--- config.mk ---
export PLATFORM = sky130hd
export DESIGN_NAME = jsr_scan
export DESIGN_NICKNAME = d
export VERILOG_FILES = /design/src/jsr_pkg.sv /design/src/jsr_scan.sv
export SDC_FILE = /design/constraint.sdc
export NUM_CORES = 1
export LEC_CHECK = 0
export BUFFER_PORTS_ARGS = -buffer_cell sky130_fd_sc_hd__buf_4
export CAP_MARGIN = 20
export CORE_AREA = 4 4 101 103
export CTS_CLUSTER_DIAMETER = 200
export DETAILED_ROUTE_END_ITERATION = 8
export DIE_AREA = 0 0 105 107
export PLACE_DENSITY = 0.75
export RECOVER_POWER = 50
export SYNTH_ARGS = -nofsm -noshare
export SYNTH_HDL_FRONTEND = slang
export SYNTH_SLANG_ARGS = --single-unit
export TNS_END_PERCENT = 1
--- constraint.sdc ---
create_clock -name clk_i -period 11.5 [get_ports clk_i]
set_clock_uncertainty 0.2 [all_clocks]
set_input_delay 1.15 -clock clk_i [delete_from_list [all_inputs] [get_ports clk_i]]
set_output_delay 1.15 -clock clk_i [all_outputs]
set_load 0.01 [all_outputs]
--- src/jsr_pkg.sv ---
// shared types and constants of the jacobi stencil block
`timescale 1ns / 1ps

package jsr_pkg;

  localparam int unsigned CFG_W     = 11;
  localparam int unsigned CFG_IDX_W = 1;
  localparam int unsigned DATA_W    = 32;
  localparam int unsigned POS_W     = 10;
  localparam int unsigned RES_W     = 64;
  localparam int unsigned MIN_DIM   = 3;

  localparam logic [CFG_IDX_W-1:0] REG_GRID_ROWS = 1'b0;
  localparam logic [CFG_IDX_W-1:0] REG_GRID_COLS = 1'b1;

  localparam logic [CFG_W-1:0] GRID_ROWS_RST = 11'd256;
  localparam logic [CFG_W-1:0] GRID_COLS_RST = 11'd256;

  // per-word control that travels from the scan counters into the datapath
  typedef struct packed {
    logic             emit;
    logic             last;
    logic             has_left;
    logic             has_right;
    logic [POS_W-1:0] row;
    logic [POS_W-1:0] col;
  } jsr_tag_t;

endpackage

--- src/jsr_scan.sv ---
// grid size registers, raster counters and line buffer addressing
`timescale 1ns / 1ps

module jsr_scan #(
  parameter int unsigned MAX_DIM = 1024,
  localparam int unsigned AW = $clog2(MAX_DIM)
) (
  input  logic                            clk_i,
  input  logic                            rst_ni,
  input  logic                            cfg_we_i,
  input  logic [jsr_pkg::CFG_IDX_W-1:0]   cfg_idx_i,
  input  logic [jsr_pkg::CFG_W-1:0]       cfg_wdata_i,
  input  logic                            accept_i,
  output logic [AW-1:0]                   raddr_a_o,
  output logic [AW-1:0]                   raddr_b_o,
  output jsr_pkg::jsr_tag_t               tag_o
);

  localparam int unsigned DW = $clog2(MAX_DIM + 1);
  localparam int unsigned EW = DW + 1;
  localparam int unsigned CW = (DW > jsr_pkg::CFG_W) ? DW : jsr_pkg::CFG_W;
  localparam int unsigned PW = (EW > jsr_pkg::POS_W) ? EW : jsr_pkg::POS_W;
  localparam logic [CW-1:0] DIM_LO = CW'(jsr_pkg::MIN_DIM);
  localparam logic [CW-1:0] DIM_HI = CW'(MAX_DIM);

  logic [jsr_pkg::CFG_W-1:0] rows_cfg_q, cols_cfg_q;
  logic [CW-1:0] rows_ext, cols_ext;
  logic [DW-1:0] rows_w, cols_w;
  logic [EW-1:0] rows_e, cols_e;

  logic [AW-1:0] col_q, col_d, row_q, row_d;
  logic [EW-1:0] col_e, row_e, row_bump, row_cur, col_cur, col_p1, col_p2, row_p1;
  logic          col_wrap;
  logic [PW-1:0] row_up, col_up;

  always_ff @(posedge clk_i or negedge rst_ni) begin
    if (!rst_ni) begin
      rows_cfg_q <= jsr_pkg::GRID_ROWS_RST;
      cols_cfg_q <= jsr_pkg::GRID_COLS_RST;
    end else if (cfg_we_i) begin
      case (cfg_idx_i)
        jsr_pkg::REG_GRID_ROWS: rows_cfg_q <= cfg_wdata_i;
        jsr_pkg::REG_GRID_COLS: cols_cfg_q <= cfg_wdata_i;
        default: ;
      endcase
    end
  end

  // out-of-range sizes are pinned to the legal range
  assign rows_ext = CW'(rows_cfg_q);
  assign cols_ext = CW'(cols_cfg_q);
  assign rows_w = (rows_ext < DIM_LO) ? DIM_LO[DW-1:0] :
                  (rows_ext > DIM_HI) ? DIM_HI[DW-1:0] : rows_ext[DW-1:0];
  assign cols_w = (cols_ext < DIM_LO) ? DIM_LO[DW-1:0] :
                  (cols_ext > DIM_HI) ? DIM_HI[DW-1:0] : cols_ext[DW-1:0];
  assign rows_e = EW'(rows_w);
  assign cols_e = EW'(cols_w);

  // a size change can leave the counters past the end: wrap them first
  always_comb begin
    col_e    = EW'(col_q);
    row_e    = EW'(row_q);
    col_wrap = (col_e >= cols_e);
    row_bump = col_wrap ? row_e + EW'(1) : row_e;
    row_cur  = (row_bump >= rows_e) ? '0 : row_bump;
    col_cur  = col_wrap ? '0 : col_e;
    col_p1   = col_cur + EW'(1);
    col_p2   = col_cur + EW'(2);
    row_p1   = row_cur + EW'(1);
    row_up   = PW'(row_cur) - PW'(1);
    col_up   = PW'(col_cur);

    tag_o.emit      = (row_cur >= EW'(2)) && (col_cur != '0) && (col_p2 <= cols_e);
    tag_o.last      = (row_p1 == rows_e) && (col_p2 == cols_e);
    tag_o.has_left  = (col_cur != '0);
    tag_o.has_right = (col_p1 < cols_e);
    tag_o.row       = row_up[jsr_pkg::POS_W-1:0];
    tag_o.col       = col_up[jsr_pkg::POS_W-1:0];

    raddr_a_o = col_cur[AW-1:0];
    raddr_b_o = col_p1[AW-1:0];

    if (col_p1 >= cols_e) begin
      col_d = '0;
      row_d = (row_p1 >= rows_e) ? '0 : row_p1[AW-1:0];
    end else begin
      col_d = col_p1[AW-1:0];
      row_d = row_cur[AW-1:0];
    end
  end

  always_ff @(posedge clk_i or negedge rst_ni) begin
    if (!rst_ni) begin
      col_q <= '0;
      row_q <= '0;
    end else if (accept_i) begin
      col_q <= col_d;
      row_q <= row_d;
    end
  end

endmodule

==> summary.txt <==
outcome -> finished, violations left
failing checks -> capacitance limit, slew limit
Post-synth EDFFs -> 0
DR vias -> 4221
max-slew violations -> 43
Avg Vias per Cell -> 6.05
multiplexer area fraction after synthesis -> 5.87%
flops & latches, synth -> 42
Period Utilization, post-route -> 75.6%
FP Rows -> 35
largest net degree at the start of global routing -> 43
CTS tree -> yes
share of the synthesized area in the top cell type -> 21.9%
Post-synth top flop -> dfrtp_1
top cell type by total area after synthesis -> dfrtp_1
area share of and/or/nand/nor cells after synthesis -> 23.4%
# port buffers -> 59
Mapped Cells -> 548
DRT Wirelength -> 12.6 mm
Post-Synth XOR/XNOR Area -> 6.31%
IO Count -> 60
sequential area share after synthesis -> 23.0%
Worst path max stage delay -> 0.79 ns
Crit Path Category -> reg2out
total core area -> 9200 µm²
GRT Total Usage -> 22.7%
CP max-delay cell -> o21ai_1
Root Driver -> clkbuf_8
CP dominant cell by count -> ha_1
complex-gate fraction of the synthesized area -> 18.2%
Total Power -> 1.51 mW
worst min path class -> reg2reg
Syn Std Cell Area -> 4580 µm²
postcts setup bufs -> 0
Buf+Inv Stages, Crit Path -> 4
Slew HR -> -56.2%
hold_ws -> 0.319 ns
fmax -> 115 MHz
Critical Path AT -> 7.34 ns
router iterations before antenna repair -> 5
clock latency at the later pin of the worst-skew pair -> 0.30 ns
total gr overflow -> 0
Mapped Nets -> 625
ys async rst share -> 100%
post-CTS resize count -> 0
setup_tns -> 0 ns
Starting Density -> 49.8%
Wirelength per Cell -> 18.1 µm
global-route wire length before repair -> 20.9 mm
ANT cells -> 0
CP top delay family -> compound AO/OA/AOI/OAI gates
most common cell in the netlist -> ha_1
clock slew at reported path FFs -> 0.09 ns
die footprint -> 11200 µm²
Chip Width -> 105 µm
P_leak -> 2.35 nW
RSZ-0062 raised after global routing -> false
Layout area overhead -> 11.3%
Post-synth top cells -> ha_1 (61), nand2_1 (55), nor2_1 (45)
Routed Antenna Nets -> 0
Yosys Warn Count -> 0
Num CTS Buffers -> 5
Synth Area in Adders -> 16.7%
Worst setup SP type -> flip-flop
post-synth cell types -> 68
Setup crit end kind -> primary output
slew of the pin with the lowest slew margin -> 2.34 ns
WP data required -> 10.15 ns
chip height -> 107 µm
Syn Area/Cell -> 8.36 µm²
largest family of logic cells by synthesized area -> simple AND/OR/NAND/NOR gates
final instance area -> 5100 µm²
pwr dens -> 295 nW/µm²
internal reg-to-reg setup slack -> 3.35 ns
crit path max fanout -> 18
Final Hold Vio Count -> 0
drt drc -> 0
Initial DRC Count -> 232
top post-synthesis cells by area -> dfrtp_1 (22%), ha_1 (17%), mux2_2 (5.7%)
initial antenna violation count -> 0
Max-cap violations -> 1
CTS HTree Levels -> 2
HPWL Detailed -> 10.2 mm
vias in the first global route -> 4035
share of post-route cells with drive strength above 1 -> 20.1%
post-place instance area -> 5010 µm²
clk sinks -> 42
CTS Hold Bufs -> 0
final setup vio count -> 0
gpl congestion -> 0.986
Min Clock Period, post-route -> 8.69 ns
# fillers -> 838
fin nets -> 663
maximum VDD drop -> 98.6 µV
clock buffer depth -> 2
[layer usage]
metal  wire (µm)  GRT usage, %  share of wire [%]
met1        5830          32.0                 46
met5           0             0                  0
met2        5980          37.4                 47
met4         196          4.97                1.6
met3         634          2.71                5.0
[stage by stage]
step                      std cells  worst slack (ns)  utilization (%)
after CTS                       698              2.78             55.5
after global routing            698              2.03             55.4
after floorplan                 548              4.15                -
final                           698              2.81             55.4
after global placement          690              3.27             54.5
after detailed placement        690              3.13             54.5
[report_power, final]
part / leakage, nW / switching (mW) / internal, mW
Clock: 0.0374 / 0.0583 / 0.0429
Combinational: 1.80 / 0.668 / 0.486
Sequential: 0.503 / 0.0628 / 0.187
[logic make-up after synthesis]
kind of cell	count (synthesis)
simple gates	210
mux	24
compound gates	113
xor+xnor	33
flops	42
buf+inv	65
fa+ha+maj	61
[registers in the layout (all words and copies together) (netlist names)]
register	count
cols_cfg_q	11
col_q	10
rows_cfg_q	11
row_q	10
[worst paths after layout]
| kind | cells past startpoint | end | from |
|---|---|---|---|
| max in group asynchronous | 1 | rows_cfg_q[5]$_DFFE_PN0P_ | rst_ni |
| worst max-delay path | 27 | tag_o[22] | cols_cfg_q[10]$_DFFE_PN0P_ |
| worst min-delay path | 1 | cols_cfg_q[0]$_DFFE_PN0P_ | cols_cfg_q[0]$_DFFE_PN0P_ |
| worst max register to register | 29 | row_q[8]$_DFFE_PN0P_ | cols_cfg_q[10]$_DFFE_PN0P_ |
| worst min register to register | 1 | cols_cfg_q[0]$_DFFE_PN0P_ | cols_cfg_q[0]$_DFFE_PN0P_ |
| min in group asynchronous | 1 | col_q[6]$_DFFE_PN0P_ | rst_ni |
[final cells by class]
class	instances	area, µm²	area share, %
clock inverter	2	15.0	0.294
sequential	42	1050	20.7
clock buffer	6	72.6	1.42
multi-input combinational	441	3230	63.3
timing repair buffer	62	462	9.06
inverter	34	128	2.50
tap	111	139	2.72
[layout by cell type, fill, tap and decap left out, types with 4 or more instances in the layout]
cell type   n
nor2b_1     8
a2111oi_0   4
o21a_1      8
a211oi_2    4
xnor2_1    24
a31oi_1     5
nand4_1    12
nor2_1     45
a21o_1     11
a21oi_1    27
nor3_1     12
dfrtp_1    40
ha_1       61
xor2_1      9
nand2_1    55
mux2_2     23
a211o_1     5
clkbuf_8    5
nand3_1    25
nor4_1     12
buf_4      60
nand2b_1    7
nor3b_1     5
inv_1      34
and2_1      4
o21ai_0    18
Power figures use the tool's default switching activity.
