File: src/jsr_pkg.sv
// shared types and constants of the jacobi stencil block
`timescale 1ns / 1ps

package jsr_pkg;

  localparam int unsigned CFG_W     = 11;
  localparam int unsigned CFG_IDX_W = 1;
  localparam int unsigned DATA_W    = 32;
  localparam int unsigned POS_W     = 10;
  localparam int unsigned RES_W     = 64;
  localparam int unsigned MIN_DIM   = 3;

  localparam logic [CFG_IDX_W-1:0] REG_GRID_ROWS = 1'b0;
  localparam logic [CFG_IDX_W-1:0] REG_GRID_COLS = 1'b1;

  localparam logic [CFG_W-1:0] GRID_ROWS_RST = 11'd256;
  localparam logic [CFG_W-1:0] GRID_COLS_RST = 11'd256;

  // per-word control that travels from the scan counters into the datapath
  typedef struct packed {
    logic             emit;
    logic             last;
    logic             has_left;
    logic             has_right;
    logic [POS_W-1:0] row;
    logic [POS_W-1:0] col;
  } jsr_tag_t;

endpackage

File: src/jsr_relax.sv
// stencil datapath: neighbour sum, change, square, saturating residual
`timescale 1ns / 1ps

module jsr_relax #(
  parameter int unsigned AW = 10
) (
  input  logic                               clk_i,
  input  logic                               rst_ni,
  input  logic                               accept_i,
  input  jsr_pkg::jsr_tag_t                  tag_i,
  input  logic [AW-1:0]                      addr_i,
  input  logic signed [jsr_pkg::DATA_W-1:0]  sample_i,
  output logic                               ready_o,
  input  logic [2*jsr_pkg::DATA_W-1:0]       rdata_a_i,
  input  logic [2*jsr_pkg::DATA_W-1:0]       rdata_b_i,
  output logic                               ram_we_o,
  output logic [AW-1:0]                      ram_waddr_o,
  output logic [2*jsr_pkg::DATA_W-1:0]       ram_wdata_o,
  output logic                               out_valid_o,
  input  logic                               out_ready_i,
  output logic signed [jsr_pkg::DATA_W-1:0]  new_value_o,
  output logic [jsr_pkg::POS_W-1:0]          out_row_o,
  output logic [jsr_pkg::POS_W-1:0]          out_col_o,
  output logic [jsr_pkg::RES_W-1:0]          residual_o,
  output logic                               last_o
);

  localparam int unsigned DW = jsr_pkg::DATA_W;
  localparam int unsigned RW = jsr_pkg::RES_W;

  // stage 1: line buffer data arrives
  logic                 p1_v_q;
  jsr_pkg::jsr_tag_t    p1_tag_q;
  logic [AW-1:0]        p1_addr_q;
  logic signed [DW-1:0] p1_bottom_q;
  logic signed [DW-1:0] win_q;
  logic signed [DW-1:0] centre, top, left, right;
  logic signed [DW+1:0] sum;
  logic                 p1_retire;

  // stage 2: sum
  logic                 p2_v_q;
  jsr_pkg::jsr_tag_t    p2_tag_q;
  logic signed [DW+1:0] p2_sum_q;
  logic signed [DW-1:0] p2_centre_q;
  logic signed [DW-1:0] nv;
  logic signed [DW:0]   diff;
  logic        [DW:0]   mag;

  // stage 3: new value and magnitude of change
  logic                 p3_v_q;
  jsr_pkg::jsr_tag_t    p3_tag_q;
  logic signed [DW-1:0] p3_nv_q;
  logic        [DW-1:0] p3_mag_q;

  // stage 4: squared change
  logic                 p4_v_q;
  jsr_pkg::jsr_tag_t    p4_tag_q;
  logic signed [DW-1:0] p4_nv_q;
  logic        [RW-1:0] p4_sq_q;

  // output word
  logic                 out_v_q;
  jsr_pkg::jsr_tag_t    out_tag_q;
  logic signed [DW-1:0] out_nv_q;
  logic        [RW-1:0] out_res_q;
  logic        [RW-1:0] acc_q;
  logic        [RW:0]   acc_sum;
  logic        [RW-1:0] acc_sat;

  logic out_free, p4_free, p3_free, p2_free;

  assign out_free = !out_v_q || out_ready_i;
  assign p4_free  = !p4_v_q || out_free;
  assign p3_free  = !p3_v_q || p4_free;
  assign p2_free  = !p2_v_q || p3_free;

  // border words never enter stage 2 and leave stage 1 at once
  assign p1_retire = p1_v_q && (!p1_tag_q.emit || p2_free);
  assign ready_o   = !p1_v_q || p1_retire;

  always_comb begin
    centre = rdata_a_i[DW-1:0];
    top    = rdata_a_i[2*DW-1:DW];
    right  = p1_tag_q.has_right ? rdata_b_i[DW-1:0] : '0;
    left   = p1_tag_q.has_left ? win_q : '0;
    sum    = (DW+2)'(left) + (DW+2)'(right) + (DW+2)'(top) + (DW+2)'(p1_bottom_q);
  end

  // the row just read moves to the older half, the new sample to the newer half
  assign ram_we_o    = p1_retire;
  assign ram_waddr_o = p1_addr_q;
  assign ram_wdata_o = {centre, p1_bottom_q};

  always_comb begin
    nv   = p2_sum_q[DW+1:2];
    diff = (DW+1)'(nv) - (DW+1)'(p2_centre_q);
    mag  = diff[DW] ? -diff : diff;
  end

  always_comb begin
    acc_sum = {1'b0, acc_q} + {1'b0, p4_sq_q};
    acc_sat = acc_sum[RW] ? '1 : acc_sum[RW-1:0];
  end

  always_ff @(posedge clk_i or negedge rst_ni) begin
    if (!rst_ni) begin
      p1_v_q  <= 1'b0;
      p2_v_q  <= 1'b0;
      p3_v_q  <= 1'b0;
      p4_v_q  <= 1'b0;
      out_v_q <= 1'b0;
      win_q   <= '0;
      acc_q   <= '0;
    end else begin
      p1_v_q  <= accept_i || (p1_v_q && !p1_retire);
      p2_v_q  <= (p1_retire && p1_tag_q.emit) || (p2_v_q && !p3_free);
      p3_v_q  <= (p2_v_q && p3_free) || (p3_v_q && !p4_free);
      p4_v_q  <= (p3_v_q && p4_free) || (p4_v_q && !out_free);
      out_v_q <= (p4_v_q && out_free) || (out_v_q && !out_ready_i);
      if (p1_retire) begin
        win_q <= centre;
      end
      if (p4_v_q && out_free) begin
        acc_q <= p4_tag_q.last ? '0 : acc_sat;
      end
    end
  end

  always_ff @(posedge clk_i) begin
    if (accept_i) begin
      p1_tag_q    <= tag_i;
      p1_addr_q   <= addr_i;
      p1_bottom_q <= sample_i;
    end
    if (p1_retire && p1_tag_q.emit) begin
      p2_tag_q    <= p1_tag_q;
      p2_sum_q    <= sum;
      p2_centre_q <= centre;
    end
    if (p2_v_q && p3_free) begin
      p3_tag_q <= p2_tag_q;
      p3_nv_q  <= nv;
      p3_mag_q <= mag[DW-1:0];
    end
    if (p3_v_q && p4_free) begin
      p4_tag_q <= p3_tag_q;
      p4_nv_q  <= p3_nv_q;
      p4_sq_q  <= RW'(p3_mag_q) * RW'(p3_mag_q);
    end
    if (p4_v_q && out_free) begin
      out_tag_q <= p4_tag_q;
      out_nv_q  <= p4_nv_q;
      out_res_q <= acc_sat;
    end
  end

  assign out_valid_o = out_v_q;
  assign new_value_o = out_nv_q;
  assign out_row_o   = out_tag_q.row;
  assign out_col_o   = out_tag_q.col;
  assign residual_o  = out_res_q;
  assign last_o      = out_tag_q.last;

endmodule

File: config.mk
export PLATFORM = sky130hd
export DESIGN_NAME = jsr_relax
export DESIGN_NICKNAME = d
export VERILOG_FILES = /design/src/jsr_pkg.sv /design/src/jsr_relax.sv
export SDC_FILE = /design/constraint.sdc
export NUM_CORES = 2
export LEC_CHECK = 0
export CAP_MARGIN = 20
export CORE_MARGIN = 3
export CORE_UTILIZATION = 50
export DETAILED_ROUTE_END_ITERATION = 10
export DONT_BUFFER_PORTS = 1
export PLACE_DENSITY = 0.69
export SYNTH_ARGS = -nofsm -noshare
export SYNTH_HDL_FRONTEND = slang
export SYNTH_SLANG_ARGS = --single-unit
File: constraint.sdc
create_clock -name clk_i -period 9.2 [get_ports clk_i]
set_input_delay 0.92 -clock clk_i [delete_from_list [all_inputs] [get_ports clk_i]]
set_output_delay 0.92 -clock clk_i [all_outputs]
set_load 0.02 [all_outputs]
==> flow_metrics.env <==
export IMPL_port_buffer_count=0
export IMPL_worst_path_buf_inv=4
export IMPL_synth_area_mm2=0.0572
export IMPL_yosysSeqAreaShare=0.290
export IMPL_post_drt_via_cell_ratio=5.45
export IMPL_nFillCells=9705
export IMPL_grt_start_max_net_pins=77
export IMPL_slew_headroom=0.308
export IMPL_wl_met3_mm=10.1
export IMPL_fin_crit_sh=0.954
export IMPL_synth_seq_cells=570
export IMPL_grt_usage=0.238
export IMPL_cap_violations=0
export IMPL_synth_edf_count=469
export IMPL_h_tree_depth=2
export IMPL_drtPass1Iterations=5
export IMPL_drt_initial_drc_count=2348
export IMPL_post_synth_num_cell_types=81
export IMPL_numCtsBuffers=58
export IMPL_fmax_ghz=0.114
export IMPL_ant_nets=0
export IMPL_syn_nets=6717
export IMPL_yosys_top_cells_area="fa_1, edfxtp_1, ha_1"
export IMPL_path_clk_slew_ns=0.07
export IMPL_ys_top_cells_by_count="inv_1, fa_1, edfxtp_1, ha_1, nand2_1"
export IMPL_avgSynthCellArea_um2=10.9
export IMPL_layout_drive_gt1_share=0.0622
export IMPL_synth_top_area_frac=0.300
export IMPL_gp_congestion=0.929
export IMPL_setup_violations=0
export IMPL_cp_end_kind="flop"
export IMPL_cts_path_max_buffers=3
export IMPL_worstMarginPinSlew_ns=1.04
export IMPL_syn_to_final_growth_pct=6.79
export IMPL_cp_max_fo=10
export IMPL_dr_wl_met2_mm=70.5
export IMPL_cts_num_sinks=570
export IMPL_floorplan_die_area_mm2=0.119
export IMPL_critPathMaxStageDelay_ns=0.83
export IMPL_synth_most_common_cell="inv_1"
export IMPL_wirelength_mm=138
export IMPL_dpl_hpwl_mm=111
export IMPL_worstPathRequired_ns=9.55
export IMPL_die_height_um=344
export IMPL_row_count=123
export IMPL_gr_total_overflow=0
export IMPL_hp_class="in -> async"
export IMPL_start_kind="flop"
export IMPL_status="finished, final reports clean"
export IMPL_coreArea_mm2=0.113
export IMPL_finalCriticalPeriod_ns=8.78
export IMPL_finalClockSkew_ns=0.0570
export IMPL_drv_slew=0
export IMPL_crit_type="reg -> reg"
export IMPL_routed_top_layer="met4"
export IMPL_crit_family="adder cells"
export IMPL_synth_async_reset_ratio=0.177
export IMPL_drcViolationCount=0
export IMPL_cts_tree="built"
export IMPL_root_buffer="clkbuf_16"
export IMPL_cp_slowest_cell="edfxtp_1"
export IMPL_syn_instance_count=5232
export IMPL_grt_pass1_wl_mm=219
export IMPL_grt_pass1_vias=39852
export IMPL_nets=6679
export IMPL_ios=392
export IMPL_wl_per_cell_um=20.4
export IMPL_yosys_area_top_type="fa_1"
export IMPL_clk_latency_ns=0.65
export IMPL_setup_tns_ns=0
export IMPL_start_util=0.506
export IMPL_worstPathArrival_ns=9.13
export IMPL_finalHoldViolations=0
export IMPL_dieWidth_um=344
export IMPL_synth_flop_cell="edfxtp_1"
export IMPL_ys_warn_count=0
export IMPL_rsz0062_at_grt="false"
export IMPL_path_common_cell="fa_1"
export IMPL_antenna_found_initial=3
export IMPL_met1Wirelength_mm=52.9
export IMPL_num_vias=36725
[registers in the layout, summed over array words and instances, names as in the netlist]
signal and cells:
p2_v_q 1, p3_nv_q 32, p1_v_q 1, p1_tag_q 24, p2_sum_q 32, out_valid_o 1, p3_v_q 1, residual_o 64
last_o 1, p2_tag_q 21, acc_q 64, p1_bottom_q 32, p4_sq_q 63, new_value_o 32, out_row_o 10, ram_waddr_o 10
out_col_o 10, p4_v_q 1, p3_mag_q 32, p4_nv_q 32, win_q 32, p2_centre_q 32, p3_tag_q 21, p4_tag_q 21
[per-layer routing]
metal / vias up / track usage
li1: 16680 / -
met1: 18623 / 0.296
met2: 1183 / 0.427
met3: 239 / 0.0433
met4: 0 / 0.0620
met5: - / 0
[layout make-up]
| cell class | instances | area, µm² | share of cell area |
|---|---|---|---|
| clock inverter | 36 | 408 | 0.00667 |
| multi-input combinational | 3389 | 35700 | 0.584 |
| inverter | 1060 | 3980 | 0.0652 |
| antenna | 1 | 2.50 | 0.0000409 |
| tap | 1500 | 1880 | 0.0307 |
| timing repair buffer | 115 | 1030 | 0.0169 |
| sequential | 570 | 16600 | 0.272 |
| clock buffer | 72 | 1520 | 0.0249 |
[what timing repair did]
action | in CTS | in global routing
setup endpoints to repair | 0 | 7
buffers inserted | 0 | 8
gates resized for setup | 0 | 0
hold buffers | 2 | 0
endpoints found under the hold margin | 76 | 0
[cell usage in the layout, fill, tap and decap left out, types with 15 or more instances in the layout]
| cell | netlist | routed |
|---|---|---|
| a21o_1 | 102 | 102 |
| a21oi_1 | 193 | 193 |
| xnor2_1 | 161 | 161 |
| clkbuf_16 | 0 | 58 |
| nor2_1 | 145 | 144 |
| dfrtp_1 | 101 | 101 |
| o21ai_0 | 108 | 107 |
| a22o_1 | 65 | 65 |
| or2_2 | 16 | 16 |
| fa_1 | 858 | 858 |
| a31oi_1 | 24 | 23 |
| a31o_2 | 15 | 15 |
| nand2_4 | 39 | 39 |
| xor2_1 | 77 | 77 |
| o21bai_1 | 45 | 45 |
| ha_1 | 429 | 429 |
| inv_1 | 1059 | 1058 |
| nand2_1 | 369 | 368 |
| o21ai_1 | 20 | 21 |
| nand3_1 | 42 | 42 |
| nand4_1 | 39 | 39 |
| and2_1 | 302 | 300 |
| nor2b_1 | 27 | 26 |
| mux2_2 | 33 | 33 |
| edfxtp_1 | 469 | 469 |
| o31ai_1 | 17 | 17 |
| nor3_1 | 29 | 29 |
| o21a_1 | 27 | 27 |
| buf_4 | 32 | 102 |
| nand2b_1 | 42 | 42 |
[worst paths after layout]
| kind | startpoint | end | slack (ns) | cells after the start |
|---|---|---|---|---|
| setup / recovery | p3_mag_q[2] | p4_sq_q[63] | 0.42 | 26 |
| hold / removal | rst_ni | win_q[22] | 0.14 | 1 |
| setup reg to reg | p3_mag_q[2] | p4_sq_q[63] | 0.42 | 26 |
| hold reg to reg | p4_nv_q[20] | new_value_o[20] | 0.41 | 0 |
| max in group asynchronous | rst_ni | acc_q[13] | 8.53 | 1 |
| min in group clk_i | rdata_a_i[26] | p2_centre_q[26] | 0.36 | 0 |
[cell families after synthesis]
family | share of synthesized area
flops | 0.290
simple gates | 0.101
buf+inv | 0.0871
xor+xnor | 0.0364
compound gates | 0.0840
mux | 0.00702
fa+ha+maj | 0.394
[metrics by stage]
step | std cells | util | area [µm²] | hold WS, ns | setup slack (ns)
after floorplan | 5232 | - | 57200 | 0.400 | 1.14
after global placement | 6624 | 0.522 | 59000 | 0.401 | 0.356
after detailed placement | 6624 | 0.522 | 59000 | 0.405 | 0.264
after CTS | 6734 | 0.539 | 61000 | 0.135 | 0.157
after global routing | 6742 | 0.540 | 61100 | 0.139 | 0.00337
final | 6743 | 0.540 | 61100 | 0.142 | 0.421
Power is not shown: default switching activity piles up to over one toggle a cycle in this logic, so the estimate is an artifact.
